**src/design/cdm_pkg.sv**
```systemverilog
// Shared types, constants and codes for the clock display multiplexer.
package cdm_pkg;

   localparam int unsigned DIGIT_COUNT = 4;

   localparam logic [2:0] MODE_NORMAL      = 3'd0;
   localparam logic [2:0] MODE_SET_HOURS   = 3'd1;
   localparam logic [2:0] MODE_SET_MINUTES = 3'd2;
   localparam logic [2:0] MODE_MIN_SEC     = 3'd3;
   localparam logic [2:0] MODE_SET_BOTH    = 3'd4;
   localparam logic [2:0] MODE_HOLD        = 3'd5;

   localparam logic [2:0] CSR_BLINK_THRESHOLD_ADDR = 3'd0;
   localparam logic [7:0] BLINK_THRESHOLD_RESET    = 8'd100;
   localparam logic       DOT_PIN_RESET            = 1'b1;

   typedef struct packed {
      logic       dots_off;
      logic [7:0] blink_count;
      logic [2:0] display_mode;
      logic [5:0] seconds;
      logic [5:0] minutes;
      logic [4:0] hours;
   } req_item_type;

   typedef struct packed {
      logic [1:0] slot_index;
      logic       dot_level;
      logic [3:0] anode_enable;
      logic [3:0] digit_bcd;
   } rsp_item_type;

   typedef struct packed {
      logic       step;
      logic [7:0] blink_threshold;
   } core_ctrl_type;

endpackage

```
**src/design/cdm_digit_split.sv**
```systemverilog
// Splits a value of 0 to 63 into its decimal tens and units digits.
module cdm_digit_split (
   input  logic [5:0] value,
   output logic [3:0] tens,
   output logic [3:0] units
);
   logic [2:0] tens_raw;
   logic [6:0] tens_times_ten;
   logic [6:0] remainder;

   always_comb begin
      if (value >= 6'd60) begin
         tens_raw = 3'd6;
      end else if (value >= 6'd50) begin
         tens_raw = 3'd5;
      end else if (value >= 6'd40) begin
         tens_raw = 3'd4;
      end else if (value >= 6'd30) begin
         tens_raw = 3'd3;
      end else if (value >= 6'd20) begin
         tens_raw = 3'd2;
      end else if (value >= 6'd10) begin
         tens_raw = 3'd1;
      end else begin
         tens_raw = 3'd0;
      end
   end

   assign tens_times_ten = {1'b0, tens_raw, 3'b000} + {3'b000, tens_raw, 1'b0};
   assign remainder      = {1'b0, value} - tens_times_ten;
   assign tens           = {1'b0, tens_raw};
   assign units          = remainder[3:0];

endmodule

```
**src/design/cdm_core.sv**
```systemverilog
// Held digits, slot counter, dot pin and the per-tick digit, blank and blink logic.
module cdm_core (
   input  logic                  clock,
   input  logic                  reset,
   input  cdm_pkg::core_ctrl_type ctrl,
   input  cdm_pkg::req_item_type item,
   output cdm_pkg::rsp_item_type result
);
   import cdm_pkg::*;

   logic [3:0] held_ff [DIGIT_COUNT];
   logic [3:0] held_in [DIGIT_COUNT];
   logic [1:0] slot_ff;
   logic [1:0] slot_in;
   logic       dot_ff;
   logic       dot_in;

   logic [5:0] high_value;
   logic [5:0] low_value;
   logic [3:0] high_tens;
   logic [3:0] high_units;
   logic [3:0] low_tens;
   logic [3:0] low_units;
   logic       blink_on;
   logic       lit;

   always_comb begin
      if (item.display_mode == MODE_MIN_SEC) begin
         high_value = item.minutes;
         low_value  = item.seconds;
      end else begin
         high_value = {1'b0, item.hours};
         low_value  = item.minutes;
      end
   end

   cdm_digit_split u_split_high (
      .value (high_value),
      .tens  (high_tens),
      .units (high_units)
   );

   cdm_digit_split u_split_low (
      .value (low_value),
      .tens  (low_tens),
      .units (low_units)
   );

   assign blink_on = item.blink_count <= ctrl.blink_threshold;

   always_comb begin
      if (item.display_mode == MODE_HOLD) begin
         held_in = held_ff;
      end else begin
         held_in[0] = high_tens;
         held_in[1] = high_units;
         held_in[2] = low_tens;
         held_in[3] = low_units;
      end

      dot_in  = dot_ff;
      slot_in = slot_ff + 2'd1;

      if (!slot_ff[1]) begin
         if (item.display_mode == MODE_SET_HOURS || item.display_mode == MODE_SET_BOTH) begin
            lit = blink_on;
         end else begin
            lit = 1'b1;
         end
         if (slot_ff == 2'd0 && item.display_mode == MODE_NORMAL && held_in[0] == 4'd0) begin
            lit = 1'b0;
         end
         if (slot_ff == 2'd1 && item.display_mode == MODE_NORMAL) begin
            dot_in = item.dots_off;
         end
      end else begin
         if (item.display_mode == MODE_SET_MINUTES || item.display_mode == MODE_SET_BOTH) begin
            lit = blink_on;
         end else begin
            lit = 1'b1;
         end
      end

      result.digit_bcd    = held_in[slot_ff];
      result.anode_enable = lit ? (4'b0001 << slot_ff) : 4'b0000;
      result.dot_level    = dot_in;
      result.slot_index   = slot_ff;
   end

   always_ff @(posedge clock) begin
      if (reset) begin
         for (int i = 0; i < DIGIT_COUNT; i++) begin
            held_ff[i] <= 4'd0;
         end
         slot_ff <= 2'd0;
         dot_ff  <= DOT_PIN_RESET;
      end else if (ctrl.step) begin
         held_ff <= held_in;
         slot_ff <= slot_in;
         dot_ff  <= dot_in;
      end
   end

   a_slot_advance : assert property (@(posedge clock) disable iff (reset)
      ctrl.step |=> slot_ff == $past(slot_ff) + 2'd1)
      else $error("slot counter did not advance by one");

   a_slot_stall : assert property (@(posedge clock) disable iff (reset)
      !ctrl.step |=> $stable(slot_ff) && $stable(dot_ff))
      else $error("state moved without a transaction");

   a_hold_keeps_digits : assert property (@(posedge clock) disable iff (reset)
      (ctrl.step && item.display_mode == MODE_HOLD) |=>
         held_ff[0] == $past(held_ff[0]) && held_ff[1] == $past(held_ff[1]) &&
         held_ff[2] == $past(held_ff[2]) && held_ff[3] == $past(held_ff[3]))
      else $error("held digits changed in hold mode");

   a_dot_only_normal_slot1 : assert property (@(posedge clock) disable iff (reset)
      (ctrl.step && !(item.display_mode == MODE_NORMAL && slot_ff == 2'd1)) |=>
         $stable(dot_ff))
      else $error("dot pin changed outside normal mode slot one");

   a_anode_matches_slot : assert property (@(posedge clock) disable iff (reset)
      ctrl.step |-> (result.anode_enable == 4'b0000 ||
                     result.anode_enable == (4'b0001 << slot_ff)))
      else $error("anode enable does not match the driven slot");

endmodule

```
**src/design/clock_display_multiplexer.sv**
```systemverilog
// Top level of the clock display multiplexer: stream ports, register port and pipeline.
//
// One request transaction is one refresh tick. It carries the time of day, the display
// mode, the blink phase count and the dots control; it drives one of four tube positions
// in turn, chosen by an internal slot counter that wraps from 3 to 0.
// Each request gives exactly one response: the BCD digit of the driven position, the
// one-hot anode enable (zero when blanked), the dot pin level and the slot index.
// A request passes through one input register, then the digit, blank and blink logic,
// then the response register. A request is taken every cycle; throughput is one
// transaction per cycle, limited by nothing but the output handshake.
// When the receiver stalls, both stages hold and req_tready falls only once both are full.
// Reset clears the held digits and slot counter, sets the dot pin to off and the blink
// threshold to 100; no clearing pass is needed. The blink threshold register sits at
// address 0 of the csr port and must be written only while the block is idle.
module clock_display_multiplexer (
   input  logic        clock,
   input  logic        reset,
   input  logic        req_tvalid,
   output logic        req_tready,
   // hours[4:0], minutes[10:5], seconds[16:11], display_mode[19:17],
   // blink_count[27:20], dots_off[28], zero fill [31:29]
   input  logic [31:0] req_tdata,
   output logic        rsp_tvalid,
   input  logic        rsp_tready,
   // digit_bcd[3:0], anode_enable[7:4], dot_level[8], slot_index[10:9], zero fill [15:11]
   output logic [15:0] rsp_tdata,
   input  logic        psel,
   input  logic        penable,
   input  logic        pwrite,
   input  logic [2:0]  paddr,
   input  logic [31:0] pwdata,
   output logic [31:0] prdata,
   output logic        pready
);
   import cdm_pkg::*;

   logic          in_valid_ff;
   logic          in_valid_in;
   req_item_type  in_item_ff;
   logic          out_valid_ff;
   logic          out_valid_in;
   rsp_item_type  out_item_ff;
   rsp_item_type  core_result;
   core_ctrl_type core_ctrl;
   logic [7:0]    threshold_ff;
   logic          advance;
   logic          csr_write;

   assign advance    = !out_valid_ff || rsp_tready;
   assign req_tready = !in_valid_ff || advance;

   assign core_ctrl.step            = in_valid_ff && advance;
   assign core_ctrl.blink_threshold = threshold_ff;

   assign in_valid_in  = req_tready ? req_tvalid : in_valid_ff;
   assign out_valid_in = advance ? in_valid_ff : out_valid_ff;

   cdm_core u_core (
      .clock  (clock),
      .reset  (reset),
      .ctrl   (core_ctrl),
      .item   (in_item_ff),
      .result (core_result)
   );

   always_ff @(posedge clock) begin
      if (reset) begin
         in_valid_ff  <= 1'b0;
         out_valid_ff <= 1'b0;
      end else begin
         in_valid_ff  <= in_valid_in;
         out_valid_ff <= out_valid_in;
      end
   end

   always_ff @(posedge clock) begin
      if (req_tvalid && req_tready) begin
         in_item_ff <= req_tdata[28:0];
      end
      if (core_ctrl.step) begin
         out_item_ff <= core_result;
      end
   end

   assign rsp_tvalid = out_valid_ff;
   assign rsp_tdata  = {5'b00000, out_item_ff};

   assign pready    = 1'b1;
   assign csr_write = psel && penable && pwrite && pready;

   always_ff @(posedge clock) begin
      if (reset) begin
         threshold_ff <= BLINK_THRESHOLD_RESET;
      end else if (csr_write && paddr == CSR_BLINK_THRESHOLD_ADDR) begin
         threshold_ff <= pwdata[7:0];
      end
   end

   always_comb begin
      if (paddr == CSR_BLINK_THRESHOLD_ADDR) begin
         prdata = {24'd0, threshold_ff};
      end else begin
         prdata = 32'd0;
      end
   end

endmodule
```
**config.mk**
```make
export PLATFORM = sky130hd
export DESIGN_NAME = clock_display_multiplexer
export DESIGN_NICKNAME = d
export VERILOG_FILES = /design/src/design/cdm_pkg.sv /design/src/design/cdm_digit_split.sv /design/src/design/cdm_core.sv /design/src/design/clock_display_multiplexer.sv
export SDC_FILE = /design/constraint.sdc
export NUM_CORES = 1
export LEC_CHECK = 0
export BUFFER_PORTS_ARGS = -buffer_cell sky130_fd_sc_hd__buf_2
export CELL_PAD_IN_SITES_DETAIL_PLACEMENT = 2
export CELL_PAD_IN_SITES_GLOBAL_PLACEMENT = 2
export CORE_UTILIZATION = 29
export CTS_CLUSTER_DIAMETER = 50
export CTS_CLUSTER_SIZE = 25
export DETAILED_ROUTE_END_ITERATION = 10
export GPL_TIMING_DRIVEN = 0
export HOLD_SLACK_MARGIN = 0.05
export PLACE_DENSITY_LB_ADDON = 0.1
export SKIP_LAST_GASP = 1
export SYNTH_ARGS = -nofsm -noshare
export SYNTH_HDL_FRONTEND = slang
export SYNTH_SLANG_ARGS = --single-unit
export TNS_END_PERCENT = 100
```
**constraint.sdc**
```tcl
create_clock -name clock -period 3.7 [get_ports clock]
set_input_delay 0 -clock clock [delete_from_list [all_inputs] [get_ports clock]]
set_output_delay 0 -clock clock [all_outputs]
set_load 0.1 [all_outputs]
```
# Yosys cells after proc, flatten, opt, wreduce, memory -nomap -nowiden
# Cells that the tools add are included.
[word_totals] ff_bits=69 output_inout_bits=51 wordCells=89
[classes] n_bitwise=1 reduce_logical=18 shifts=1 order_cmp=14 mux=25 addsub=5 n_eq_ne=6
[ops] operator="greater-or-equal comparator 6 bit (second input constant)" count=6
[ops] operator="greater-or-equal comparator 6 x 5 -> 1 bit (second input constant)" count=4
[ops] operator="2-to-1 mux 3 bit" count=6
[ops] operator="2-to-1 mux 16 bit" count=1
[ops] operator="greater-or-equal comparator 6 x 4 -> 1 bit (second input constant)" count=2
[ops] operator="2-to-1 mux 6 bit" count=2
[ops] operator="adder 4 bit" count=2
[ops] operator="binary-select mux 4 bit (select 2 bit)" count=1
[ops] operator="less-or-equal comparator 8 bit" count=1
[ops] operator="logical AND 1 bit" count=8
[ops] operator="2-to-1 mux 1 bit" count=8
[ops] operator="2-to-1 mux 2 bit" count=4
[ops] operator="2-to-1 mux 4 bit" count=2
[ops] operator="2-to-1 mux 8 bit" count=1
[ops] operator="subtractor 4 bit" count=2
[ops] operator="equality test 3 x 2 -> 1 bit (second input constant)" count=2
[ops] operator="equality test 3 bit (second input constant)" count=2
[ops] operator="zero test 3 bit" count=2
[ops] operator="zero test 4 bit" count=1
[ops] operator="logical OR 1 bit" count=4
[ops] operator="left shift 1 x 2 -> 4 bit (first input constant)" count=1
[ops] operator="equality test 3 x 1 -> 1 bit (second input constant)" count=1
[ops] operator="greater-or-equal comparator 3 bit (second input constant)" count=1
[ops] operator="NOT 2 -> 3 bit" count=1
[ops] operator="other kinds (4)" count=5

# Longest topological paths before layout
# Gate-level depths: netlist of the first run.
[logic_depth] word_depth=16 mapped_depth=13 mapped_depth_nobuf=11

# Cells and area by module
# From an unflattened synthesis of the first run, not the netlist that was laid out.
[hier_totals] hier_cells=368 hier_area_um2=3917.5
[by_module_without_submodules] mod="clock_display_multiplexer" seq_area_each_um2=1401.3 area_per_inst_um2=1951.9 n_inst=1 cells_per_inst=127
[by_module_without_submodules] mod="cdm_core" seq_area_each_um2=380.4 area_per_inst_um2=1475.2 n_inst=1 cells_per_inst=177
[by_module_without_submodules] mod="cdm_digit_split" seq_area_each_um2=0.0 area_per_inst_um2=245.2 n_inst=2 cells_per_inst=32

# Worst setup path before layout of the first run
# Ideal clock, no wire load.
[synth_path] path_type="register to register" start="register out_valid_ff, in the netlist rsp_tvalid" end="register in_item_ff[0] (netlist bit) (enable)" setup_slack_ns=0.752 required_ns=3.312 stages_incl_launch_ff=4 setup_time_ns=0.388 t_arrival_ns=2.559 path_cell_list="dfxtp_1 nor2b_1 nand2_1 and2_1"
[synth_via] elab_chain_len=4
[synth_lines] item="from (decl)" line="clock_display_multiplexer.sv:40" text="logic out_valid_ff;"
[synth_lines] item="from (signal assigned)" line="clock_display_multiplexer.sv:72" text="out_valid_ff <= out_valid_in;"
[synth_lines] item="zero test 1 bit" line="clock_display_multiplexer.sv:49" text="assign advance = !out_valid_ff || rsp_tready;"
[synth_lines] item="logical OR 1 bit" line="clock_display_multiplexer.sv:49"
[synth_lines] item="logical OR 1 bit" line="clock_display_multiplexer.sv:50" text="assign req_tready = !in_valid_ff || advance;"
[synth_lines] item="net req_tready" line="clock_display_multiplexer.sv:19" text="output logic req_tready,"
[synth_lines] item="logical AND 1 bit" line="clock_display_multiplexer.sv:77" text="if (req_tvalid && req_tready) begin"
[synth_lines] item="to (signal assigned)" line="clock_display_multiplexer.sv:78" text="in_item_ff <= req_tdata[28:0];"
[synth_lines] item="to (decl)" line="clock_display_multiplexer.sv:39" text="req_item_type in_item_ff;"
# The timed path passes the listed nets, and every way through them passes these cells.
# A chain may end at the register's enable or synchronous reset.

==> results of run 1 <==
-- power breakdown --
part,leakage [nW],internal (W),switching (W),total [W]
clock network,0.174,0.000696,0.000337,0.00103
registers,0.622,0.000858,0.0000223,0.000881
logic,1.45,0.000177,0.000378,0.000555
-- critical path: stages, from the launching register on --
cell and delay, ns:
edfxtp_1 0.52, nand3b_1 0.19, buf_2 0.25, buf_2 0.27
a21o_1 0.14, a221oi_1 0.07, nor2_1 0.31, ha_1 0.34
xnor2_1 0.18, mux4_2 0.48, a21o_1 0.19
-- area by class of cell --
class / instances / share of cell area
multi-input combinational: 292 / 0.352
sequential: 69 / 0.329
timing repair buffer: 108 / 0.138
buffer: 56 / 0.0665
clock buffer: 10 / 0.0462
tap: 176 / 0.0406
clock inverter: 6 / 0.0198
inverter: 12 / 0.00831
-- flip-flops by register name (all words and copies together), names as in the netlist --
register	cells
in_item_ff	29
rsp_tvalid	1
in_valid_ff	1
u_core.slot_ff	2
rsp_tdata	11
u_core.dot_ff	1
threshold_ff	8
u_core.held_ff	16
-- per-layer routing --
layer  track usage  part of all wire  routed length (um)  vias up
met1         0.206              0.44                5200     1607
met5             0                 0                   0        -
met4        0.0516             0.014                 170        0
met2         0.315              0.51                6010       62
met3        0.0479             0.033                 389       15
li1              -                 -                   -     1658
-- placed cells by master, fill, tap and decap left out, drive strengths merged, types with 9 or more instances in the layout --
cell type,instances
ha,14
o21ai,10
xnor2,10
a21oi,20
buf,112
a211oi,10
dlygate4sd3,41
conb,30
clkbuf,21
nor2b,9
mux2i,15
and2,11
inv,11
nor3,11
dfxtp,29
edfxtp,40
nor2,33
nand2,38
-- through the flow --
step	hold slack, ns	cells	total power (W)	setup slack (ns)	utilization
final	0.112	729	0.00247	0.496	0.406
after global routing	0.124	729	0.00257	0.319	0.406
after CTS	0.105	729	0.00250	0.518	0.406
after detailed placement	0.179	672	0.00142	0.540	0.349
after global placement	0.176	672	0.00140	0.576	0.349
after floorplan	0.0989	429	0.00131	0.752	-
-- worst paths after layout --
path                      startpoint                  to  slack, ns
setup / recovery      in_item_ff[18]        rsp_tdata[2]       0.50
hold / removal               penable     threshold_ff[2]       0.11
setup reg to reg      in_item_ff[18]        rsp_tdata[2]       0.50
hold reg to reg   u_core.held_ff[10]  u_core.held_ff[10]       0.46
-- logic make-up after synthesis --
kind of cell,synth area share
other,0.00188
multiplexers,0.0633
flip-flops,0.446
AO/OA/AOI/OAI,0.136
AND/OR/NAND/NOR,0.176
adder cells (fa/ha/maj),0.0464
XOR/XNOR,0.0285
buffers and inverters,0.102
==> flow_metrics.env, run 1 <==
export IMPL_groute_usage_overall=0.177
export IMPL_drive_gt1_frac=0.262
export IMPL_antenna_cell_count=0
export IMPL_port_buffers=67
export IMPL_clock_tree_htree_level_count=3
export IMPL_critical_path_class="reg2reg"
export IMPL_maxSlewViolCount=0
export IMPL_clock_skew_final_ns=0.00807
export IMPL_clkSlewWorstSetupHoldPaths_ns=0.06
export IMPL_tightest_slew_ns=0.934
export IMPL_critical_path_endpoint_type="register"
export IMPL_clock_insertion_delay_worst_skew_ns=0.35
export IMPL_route_antenna_remaining_nets=0
export IMPL_route_detailed_drc=0
export IMPL_yosysTopAreaCellShare=0.301
export IMPL_hold_path_class="in2reg"
export IMPL_finalInstanceArea_um2=5420
export IMPL_hold_viol_final=0
export IMPL_grt_pass1_vias=3688
export IMPL_vias=3342
export IMPL_worstRegToRegCells=10
export IMPL_post_synth_edffs=40
export IMPL_period_minus_slack_ns=3.20
export IMPL_cts_tree="built"
export IMPL_hpwl_um=8220
export IMPL_syn_to_final_growth_pct=35.8
export IMPL_worst_slew_margin_rel=0.377
export IMPL_grt_first_pass_wirelength_um=19000
export IMPL_routed_wire_length_per_instance_um=16.1
export IMPL_grt_setup_unrepaired="no"
export IMPL_fillerInstances=1491
export IMPL_cts_repair_timing_setup_buffer_count=0
export IMPL_num_rows=42
export IMPL_yosys_warnings=0
export IMPL_die_h_um=119
export IMPL_ctsHoldBuffers=41
export IMPL_place_gp_congestion=0.744
export IMPL_finalSetupViolations=0
export IMPL_mapped_avg_cell_area_um2=9.95
export IMPL_die_span_in_x_um=119
export IMPL_max_cap_violations=0
export IMPL_min_path_cells=4
export IMPL_globalRoute_totalOverflow=0
export IMPL_status="finished clean"
export IMPL_grt_max_degree=30
export IMPL_viasPerCell=4.58
export IMPL_drt_initial_drc_count=78
export IMPL_cts_resized=0
export IMPL_startpoint_type="register"
export IMPL_area_taken_by_flip_flops_and_latches_um2=1780
export IMPL_fmaxAchievable_mhz=312
export IMPL_synth_area_um2=3990
export IMPL_fin_setup_tns_ns=0
export IMPL_timing_critical_path_arrival_ns=3.30
export IMPL_fp_coreArea_um2=13300
export IMPL_power_per_cell_area_nw_per_um2=456
export IMPL_async_reset_ff_frac=0
export IMPL_ys_dominant_reg_cell="edfxtp_1"
export IMPL_synthMostInstantiatedCell="edfxtp_1"
export IMPL_firstDrtPassIters=4
export IMPL_yosys_area_top_type="edfxtp_1"
export IMPL_top_level_ports=125
export IMPL_yosys_cell_types_count=58
export IMPL_footprint_of_the_multi_input_gates_um2=1910
export IMPL_biggest_area_contributors_in_the_synthesized_netlist="edfxtp_1 (30%), dfxtp_1 (15%), buf_4 (5.8%)"
export IMPL_dieArea_um2=14200
export IMPL_fin_crit_sh=0.866
export IMPL_ys_top_cells_by_count="edfxtp_1 (40), nand2_1 (37), nor2_1 (33), buf_4 (31), dfxtp_1 (29)"
export IMPL_required_time_of_the_critical_path_ns=3.80
export IMPL_layout_nets=636
export IMPL_postSynthRegisterBits=69
export IMPL_synthCells=401
export IMPL_floorplan_initialDensity=0.299
export IMPL_critical_path_max_fanout=10
export IMPL_tritoncts_num_buffers=9
export IMPL_clock_sink_count=69
export IMPL_synth_seq_area_share=0.446
export IMPL_ir_worst_vdd_mv=0.317
export IMPL_p_leak_nw=2.25
export IMPL_clk_path_buf_depth=2
export IMPL_clockRootBuffer="clkbuf_16"
export IMPL_grt_antenna_before_repair=0
export IMPL_placedInstanceArea_um2=4650
export IMPL_routed_wirelength_um=11800
No activity file was read; power rests on OpenSTA's default activity.
==> inputs of run 2 (changes only) <==
- ABC_AREA: default -> 1
- CORE_MARGIN: default -> 5
==> flow_metrics.env, run 2 <==
export IMPL_grt_setup_unrepaired="no"
export IMPL_fp_coreArea_um2=12600
export IMPL_synthCells=428
export IMPL_critical_path_cell_by_cell="inv_2 -> nand3_4 -> nand2_1 -> nand2_2 -> o21ai_2 -> inv_1 -> o21ai_0 -> ha_1 -> xor2_1 -> nand2_1 -> o21ai_0 -> a21oi_1 -> a32o_1"
export IMPL_ir_worst_vdd_mv=0.353
export IMPL_power_w=0.00228
export IMPL_hold_worst_slack_ns=0.142
export IMPL_power_sequential_fraction=0.386
export IMPL_placedInstanceArea_um2=4350
export IMPL_hold_path_class="in2reg"
export IMPL_vias=3318
export IMPL_synth_seq_area_share=0.483
export IMPL_tritoncts_num_buffers=9
export IMPL_tightest_slew_ns=1.17
export IMPL_yosys_area_top_type="edfxtp_1"
export IMPL_fin_setup_tns_ns=0
export IMPL_max_cap_violations=0
export IMPL_required_time_of_the_critical_path_ns=3.79
export IMPL_area_taken_by_flip_flops_and_latches_um2=1780
export IMPL_footprint_of_the_multi_input_gates_um2=1520
export IMPL_floorplan_initialDensity=0.294
export IMPL_firstDrtPassIters=4
export IMPL_power_per_cell_area_nw_per_um2=452
export IMPL_p_leak_nw=2.38
export IMPL_grt_max_degree=30
export IMPL_hold_viol_final=0
export IMPL_postSynthRegisterBits=69
export IMPL_yosys_cell_types_count=36
export IMPL_layout_nets=663
export IMPL_mapped_avg_cell_area_um2=8.62
export IMPL_ys_dominant_reg_cell="edfxtp_1"
export IMPL_final_common_cell="nand2_1"
export IMPL_registers_top_by_ff_count="in_item_ff"
export IMPL_top_level_ports=125
export IMPL_num_rows=41
export IMPL_net_switching_power_w=0.000743
export IMPL_utilization=0.401
export IMPL_place_gp_congestion=0.739
export IMPL_worst_path_max_delay_cell="edfxtp_1"
export IMPL_viasPerCell=4.41
export IMPL_critical_path_class="reg2reg"
export IMPL_critical_path_max_fanout=10
export IMPL_clkPwrFrac=0.367
export IMPL_syn_to_final_growth_pct=36.6
export IMPL_max_reg_flops=29
export IMPL_synth_area_um2=3690
export IMPL_antenna_cell_count=0
export IMPL_clock_tree_htree_level_count=3
export IMPL_switching_share_of_total_power=0.326
export IMPL_globalRoute_totalOverflow=0
export IMPL_route_detailed_drc=0
export IMPL_dieArea_um2=15100
export IMPL_p_comb_frac=0.247
export IMPL_grt_antenna_before_repair=0
export IMPL_grt_first_pass_wirelength_um=17900
export IMPL_worstPathBufferInverterCount=2
export IMPL_finalSetupViolations=0
export IMPL_yosysTopAreaCellShare=0.325
export IMPL_drive_gt1_frac=0.236
export IMPL_fin_crit_sh=0.822
export IMPL_die_span_in_x_um=123
export IMPL_synthMostInstantiatedCell="nand2_1"
export IMPL_post_synth_edffs=40
export IMPL_groute_usage_overall=0.155
export IMPL_clock_skew_final_ns=0.00442
export IMPL_final_cell_mix="nand2_1 (81), buf_2 (69), inv_1 (51), dlygate4sd3_1 (41), edfxtp_1 (40)"
export IMPL_async_reset_ff_frac=0
export IMPL_drt_initial_drc_count=96
export IMPL_biggest_area_contributors_in_the_synthesized_netlist="edfxtp_1 (33%), dfxtp_1 (16%), nand2_1 (8.2%)"
export IMPL_fmaxAchievable_mhz=329
export IMPL_critical_path_top_delay_family="compound AO/OA/AOI/OAI gates"
export IMPL_finalInstanceArea_um2=5040
export IMPL_clockRootBuffer="clkbuf_16"
export IMPL_port_buffers=67
export IMPL_grt_pass1_vias=3640
export IMPL_critical_path_endpoint_type="register"
export IMPL_yosys_warnings=0
export IMPL_startpoint_type="register"
export IMPL_status="finished clean"
export IMPL_die_h_um=123
export IMPL_routed_wirelength_um=10900
export IMPL_clkSlewWorstSetupHoldPaths_ns=0.05
export IMPL_period_minus_slack_ns=3.04
export IMPL_worst_slew_margin_rel=0.217
export IMPL_clock_insertion_delay_worst_skew_ns=0.34
export IMPL_maxSlewViolCount=0
export IMPL_fillerInstances=1426
export IMPL_clock_sink_count=69
export IMPL_cts_tree="built"
export IMPL_ys_top_cells_by_count="nand2_1 (81), inv_1 (51), edfxtp_1 (40), a21oi_1 (36), o21ai_0 (33)"
export IMPL_clk_path_buf_depth=2
export IMPL_route_antenna_remaining_nets=0
export IMPL_critical_path_max_stage_delay_ns=0.45
export IMPL_timing_critical_path_arrival_ns=3.13
export IMPL_routed_wire_length_per_instance_um=14.5
export IMPL_hpwl_um=7940
export IMPL_power_internal_w=0.00154
[run 2: changes by cell type in the layout (fill, tap and decap cells not counted), sizes merged, moves of 8 or more]
| cell | delta |
|---|---|
| mux2i | -13 |
| nor3 | -9 |
| nor2b | -9 |
| nand2b | -8 |
| nand3 | +12 |
| buf | -10 |
| and2 | -11 |
| nand2 | +50 |
| a21oi | +16 |
| inv | +43 |
| o21ai | +33 |
[run 2: stage by stage]
stage          setup WS, ns  cells
2_1_floorplan         0.630    456
3_3_place_gp          0.707    695
3_5_place_dp          0.665    695
4_1_cts               0.618    752
5_1_grt               0.309    752
6_report              0.660    752
[run 2: power by group through the flow]
| stage | logic (W) | registers [W] | clock network, W |
|---|---|---|---|
| 2_1_floorplan | 0.000365 | 0.000949 | 0 |
| 3_3_place_gp | 0.000515 | 0.000895 | 0 |
| 3_5_place_dp | 0.000527 | 0.000897 | 0 |
| 4_1_cts | 0.000565 | 0.000882 | 0.000866 |
| 5_1_grt | 0.000614 | 0.000886 | 0.000900 |
| 6_report | 0.000564 | 0.000881 | 0.000836 |
[run 2: logic make-up (layout without fill, tap and decap cells)]
logic type	count (synthesis)	count (layout)	synth area share
buf+inv	96	220	0.135
fa+ha+maj	14	14	0.0475
xor+xnor	4	4	0.00949
compound gates	90	90	0.138
flops	69	69	0.483
mux	2	2	0.00542
other cells	2	30	0.00203
simple gates	151	151	0.180
[run 2: what timing repair did]
action / CTS / global route
buffers inserted: 0 / 0
resized for setup: 0 / 0
hold endpoints to repair: 41 / 0
hold buffers: 41 / 0
[run 2: worst paths after layout]
| kind | from | endpoint | slack (ns) | cells past startpoint |
|---|---|---|---|---|
| worst max-delay path | in_item_ff[19] | rsp_tdata[2] | 0.66 | 13 |
| worst min register to register | u_core.held_ff[7] | u_core.held_ff[7] | 0.44 | 2 |
| worst min-delay path | pwrite | threshold_ff[2] | 0.14 | 4 |
| worst max register to register | in_item_ff[19] | rsp_tdata[2] | 0.66 | 13 |
[run 2: tightest hold or removal path, cell delays in order]
cell	delay, ns
buf_2	0.10
nand4_1	0.11
inv_1	0.10
o21ai_0	0.14
[run 2: cell type report]
| type | instances | share of cell area |
|---|---|---|
| Buffer | 42 | 0.0588 |
| Clock buffer | 11 | 0.0462 |
| Clock inverter | 5 | 0.0102 |
| Inverter | 54 | 0.0402 |
| Multi-Input combinational cell | 291 | 0.301 |
| Sequential cell | 69 | 0.353 |
| Tap cell | 172 | 0.0427 |
| Timing Repair Buffer | 108 | 0.148 |
[run 2: layer usage]
| layer | wire length, um | vias up | GRT usage |
|---|---|---|---|
| met5 | 0 | - | 0 |
| met4 | 165 | 0 | 0.0532 |
| met3 | 470 | 11 | 0.0424 |
| met2 | 5600 | 67 | 0.274 |
| met1 | 4670 | 1583 | 0.180 |
| li1 | - | 1657 | - |
